--- src/sv/bfa_ram.sv ---
// Generic single-write, single-read RAM with registered read data.
// No dependencies.
module bfa_ram #(
	parameter int WIDTH = 8,
	parameter int DEPTH = 16
) (
	input  logic                     clk,
	input  logic                     we,
	input  logic [$clog2(DEPTH)-1:0] waddr,
	input  logic [WIDTH-1:0]         wdata,
	input  logic [$clog2(DEPTH)-1:0] raddr,
	output logic [WIDTH-1:0]         rdata
);
	logic [WIDTH-1:0] mem_q [DEPTH];

	// Write port and registered read port.
	always_ff @(posedge clk) begin
		if (we) begin
			mem_q[waddr] <= wdata;
		end
		rdata <= mem_q[raddr];
	end
endmodule

--- config.mk ---
export PLATFORM = sky130hd
export DESIGN_NAME = bfa_ram
export DESIGN_NICKNAME = d
export VERILOG_FILES = /design/src/sv/bfa_ram.sv
export SDC_FILE = /design/constraint.sdc
export NUM_CORES = 1
export LEC_CHECK = 0
export BUFFER_PORTS_ARGS = -buffer_cell sky130_fd_sc_hd__buf_2
export CORE_AREA = 2 2 126 91
export DETAILED_ROUTE_END_ITERATION = 7
export DIE_AREA = 0 0 128 93
export PLACE_DENSITY = 0.69
export RECOVER_POWER = 100
export SLEW_MARGIN = 20
export SYNTH_ARGS = -nofsm -noshare
export SYNTH_HDL_FRONTEND = slang
export SYNTH_SLANG_ARGS = --single-unit
--- constraint.sdc ---
create_clock -name clk -period 3.5 [get_ports clk]
set_input_delay 0.525 -clock clk [delete_from_list [all_inputs] [get_ports clk]]
set_output_delay 0.525 -clock clk [all_outputs]
set_load 0.005 [all_outputs]
### Word level (Yosys, flattened, before mapping)

Memory sizes are Yosys's and may differ from the RTL's. A register that Yosys moved wholly into a read port is not among the register bits.
Index checks and enable logic that the tools add are counted.

| storage, ports and cells | value |
|---|---|
| output and inout port bits | 8 |
| bits in registers | 0 |
| memory bits (read-only) | 0 |
| logic and storage cells | 3 |
| input bits | 18 |
| RAM bits | 128 |
| memories kept | 1 |
| bits in latches | 0 |

| operators by class | value |
|---|---|
| shifts and indexed selects | 0 |
| $mul | 0 |
| eq/ne operators | 0 |
| $lt $le $gt $ge | 0 |
| muxes and demuxes | 2 |
| add/sub/neg operators | 0 |
| bitwise operators | 0 |
| div/mod/pow operators | 0 |
| reduce and logical (&&, ||, !) cells | 0 |

Memories:

| name | depth | bits a word | read ports | clocked after memory_dff | wr ports | line | source |
|---|---|---|---|---|---|---|---|
| mem_q | 16 | 8 | 1 | 1 | 1 | 14 | `logic [WIDTH-1:0] mem_q [DEPTH];` |

Operators by type and width:

| cell | count |
|---|---|
| $mux W1 | 2 |

### Logic depth before layout (Yosys ltp)

| depth | value |
|---|---|
| depth after elaboration | 2 |
| mapped depth | 5 |
| mapped depth without buffers | 3 |

### Worst setup path before layout

Ideal clock, no wire load.

| timing | value |
|---|---|
| kind | input to register |
| start point | input waddr[2] |
| end point | memory mem_q[0][0], enable pin |
| required time | 3117 ps |
| setup slack | 1482 ps |
| cell stages on the path | 2 |
| setup time | 383 ps |
| arrival | 1635 ps |
| buffers on the path | 0 |
| cells stage by stage | or3b_2 -> nor3_1 |

RTL lines:

| item | line | source |
|---|---|---|
| from (decl) | 9 | `input logic [$clog2(DEPTH)-1:0] waddr,` |
| to (decl) | 14 |  |

No word-level cell before the write port.

==> results.toml <==
[synthesis]
synth_edf_count = 128
synth.net_count = 247
yosysTopAreaCell = "edfxtp_1"
synth_common_cells = "128 x edfxtp_1, 18 x mux4_2, 16 x a22oi_1"
ys_ff_latch = 136
synthMostInstantiatedCell = "edfxtp_1"
yosysTopAreaCellShare = 0.747
synth_ff_type = "edfxtp_1"
synth_cell_types = 19
post_synth.cell_area_avg_um2 = 22.5
async_flop_share = 0
syn_inst = 229
synth_area_leaders = "edfxtp_1 75%, mux4_2 7.9%, mux4_1 7.1%"
ys_warn_count = 0
ys_seq_area_frac = 0.778
synthesis.area_um2 = 5150

[drt]
num_vias = 2424
wl_mm = 9.79
via_per_inst = 5.80
drc = 0
drt_iter0_markers = 273
firstDrtPassIters = 5
wl_per_cell_um = 23.4
postRouteAntennaNets = 0

[sta]
finalSetupViolations = 0
worst_slack_ps = 1180
maxSlewViolCount = 0
clock_skew_ps = 6.17
setup_tns_ps = 0
slew_headroom = 0.202
post-route-period-util = 0.662
report.final.hold_viol_count = 0
min_period_ps = 2320
rsz0062_at_grt = "no"
worst_slew_pin_slew_ps = 1200
fmax_mhz = 431

[layout]
fillerInstances = 819
final_core_utilization = 0.550
layout-drive-gt1-share = 0.199
area_delta_synth_final_pct = 14.8
final_nets = 286

[setup_path]
critPathKind = "primary input to flip-flop"
critPathMaxStageDelay_ps = 860
worst_r2r_endpoint = "rdata[0]"
r2r_cells = 3
arrival_ps = 2610
rr_startpoint = "mem_q[5][0]"
worstPathMaxFanout = 18
cp_slowest_cell = "clkbuf_1"
endpoint_kind = "flip-flop"
required_ps = 3790
worstSetupStartpointType = "primary input"
crit_chain = "clkbuf_1 > buf_12 > mux4_1 > a22oi_1 > nand2_1"
rrSetupSlack_ps = 2150

[die]
die_x_um = 128
fp.dieH_um = 93
coreArea_um2 = 10700
die_area_um2 = 11900
num_rows = 32
initial_core_util = 0.480
io_pins = 26

[clock_network]
cts_root_buf = "clkbuf_16"
cts_setup_buffers = 0
cts_buffer_depth = 2
path_clk_slew_ps = 50
cts_made_buffers = 17
holdBufCountCts = 0
ctsResizeCount = 0
clk_latency_ps = 410
cts_tree = "done"
htreeDepth = 4
cts_sinks = 136

[place]
port_buffers = 25
gp_congestion = 0.766
dp_hpwl_mm = 6.18
dp_slack_ps = 1180

[power_and_ir_drop]
p_leak_nw = 1.92
irDropWorstVdd_uv = 436
total_power_mw = 3.58
pwr_density_cell_nw_per_um2 = 606

[grt]
globalRouteTotalUtil = 0.179
grt_pass1_wl_mm = 14.7
grt_overflow = 0
grt_pass1_vias = 2434
grt_antenna_before_repair = 1
grt_max_degree = 33

[flow_run]
maxCapViolCount = 0

[hold_path]
min_path_type = "primary input to flip-flop"
min_to = "mem_q[8][0]"
holdPathStages = 2
holdCritStartpoint = "waddr[1]"

[status]
status = "completed"
[worst max-delay path: cells and delay by family]
family / cells / cell delay [ps]
and+or+nand+nor: 1 / 100
muxes: 1 / 610
AOI/OAI and AO/OA: 1 / 210
buffers and inverters: 2 / 1150
[how the worst max path moves through the flow]
stage	startpoint	endpoint	slack [ps]	cells after the start
6_report	raddr[0]	rdata[0]	1180	5
5_1_grt	raddr[0]	rdata[0]	1030	5
4_1_cts	raddr[0]	rdata[0]	1620	5
3_5_place_dp	raddr[0]	rdata[0]	1180	5
3_3_place_gp	raddr[0]	rdata[0]	1200	5
2_1_floorplan	waddr[2]	mem_q[0][0]	1480	2
[state kept, by name, summed over array words and instances (netlist names)]
register  count
mem_q       128
rdata         8
[report_power, final]
part / switching [mW] / leakage, nW / internal, mW
Sequential: 0.0115 / 1.22 / 1.82
Clock: 0.606 / 0.261 / 0.982
Combinational: 0.0930 / 0.439 / 0.0637
Total: 0.710 / 1.92 / 2.87
[cells in the final DEF, fill, tap and decap left out]
| master | count |
|---|---|
| a22oi_1 | 16 |
| and2_1 | 1 |
| and2b_1 | 1 |
| buf_12 | 1 |
| buf_2 | 9 |
| bufinv_16 | 1 |
| clkbuf_1 | 24 |
| clkbuf_16 | 17 |
| clkbuf_8 | 1 |
| clkinv_1 | 1 |
| clkinv_2 | 6 |
| clkinvlp_4 | 2 |
| dfxtp_1 | 8 |
| diode_2 | 1 |
| edfxtp_1 | 128 |
| mux4_1 | 14 |
| mux4_2 | 18 |
| nand2_1 | 9 |
| nand2b_1 | 2 |
| nand3_1 | 1 |
| nand3b_1 | 2 |
| nor2_1 | 13 |
| nor2b_1 | 1 |
| nor3_1 | 4 |
| or3b_2 | 1 |
[area by class of cell]
class                      count  area (um^2)  area share
antenna                        1         2.50    0.000424
clock buffer                  22          454      0.0769
clock inverter                10         78.8      0.0133
multi-input combinational     83         1060       0.179
sequential                   136         4000       0.678
tap                          136          170      0.0288
timing repair buffer          30          140      0.0237
[metrics by stage]
step                hold WS (ps)  instances  cell area (um^2)
floorplan                    624        229              5150
global placement             668        385              5410
detailed placement           676        385              5410
CTS                          492        417              5940
global route                 578        417              5900
finish                       586        418              5910
[kinds of logic after synthesis]
family          Yosys count  synth area share
buf+inv                  10            0.0168
mux                      32             0.150
compound gates           16            0.0233
simple gates             35            0.0318
flops                   136             0.778
[routing by layer]
layer | global-route usage | part of all wire | wire length [um]
met1 | 0.272 | 0.47 | 4600
met2 | 0.245 | 0.43 | 4260
met3 | 0.0612 | 0.085 | 832
met4 | 0.0549 | 0.011 | 104
met5 | 0 | 0 | 0
No activity file was read; power rests on OpenSTA's default activity.
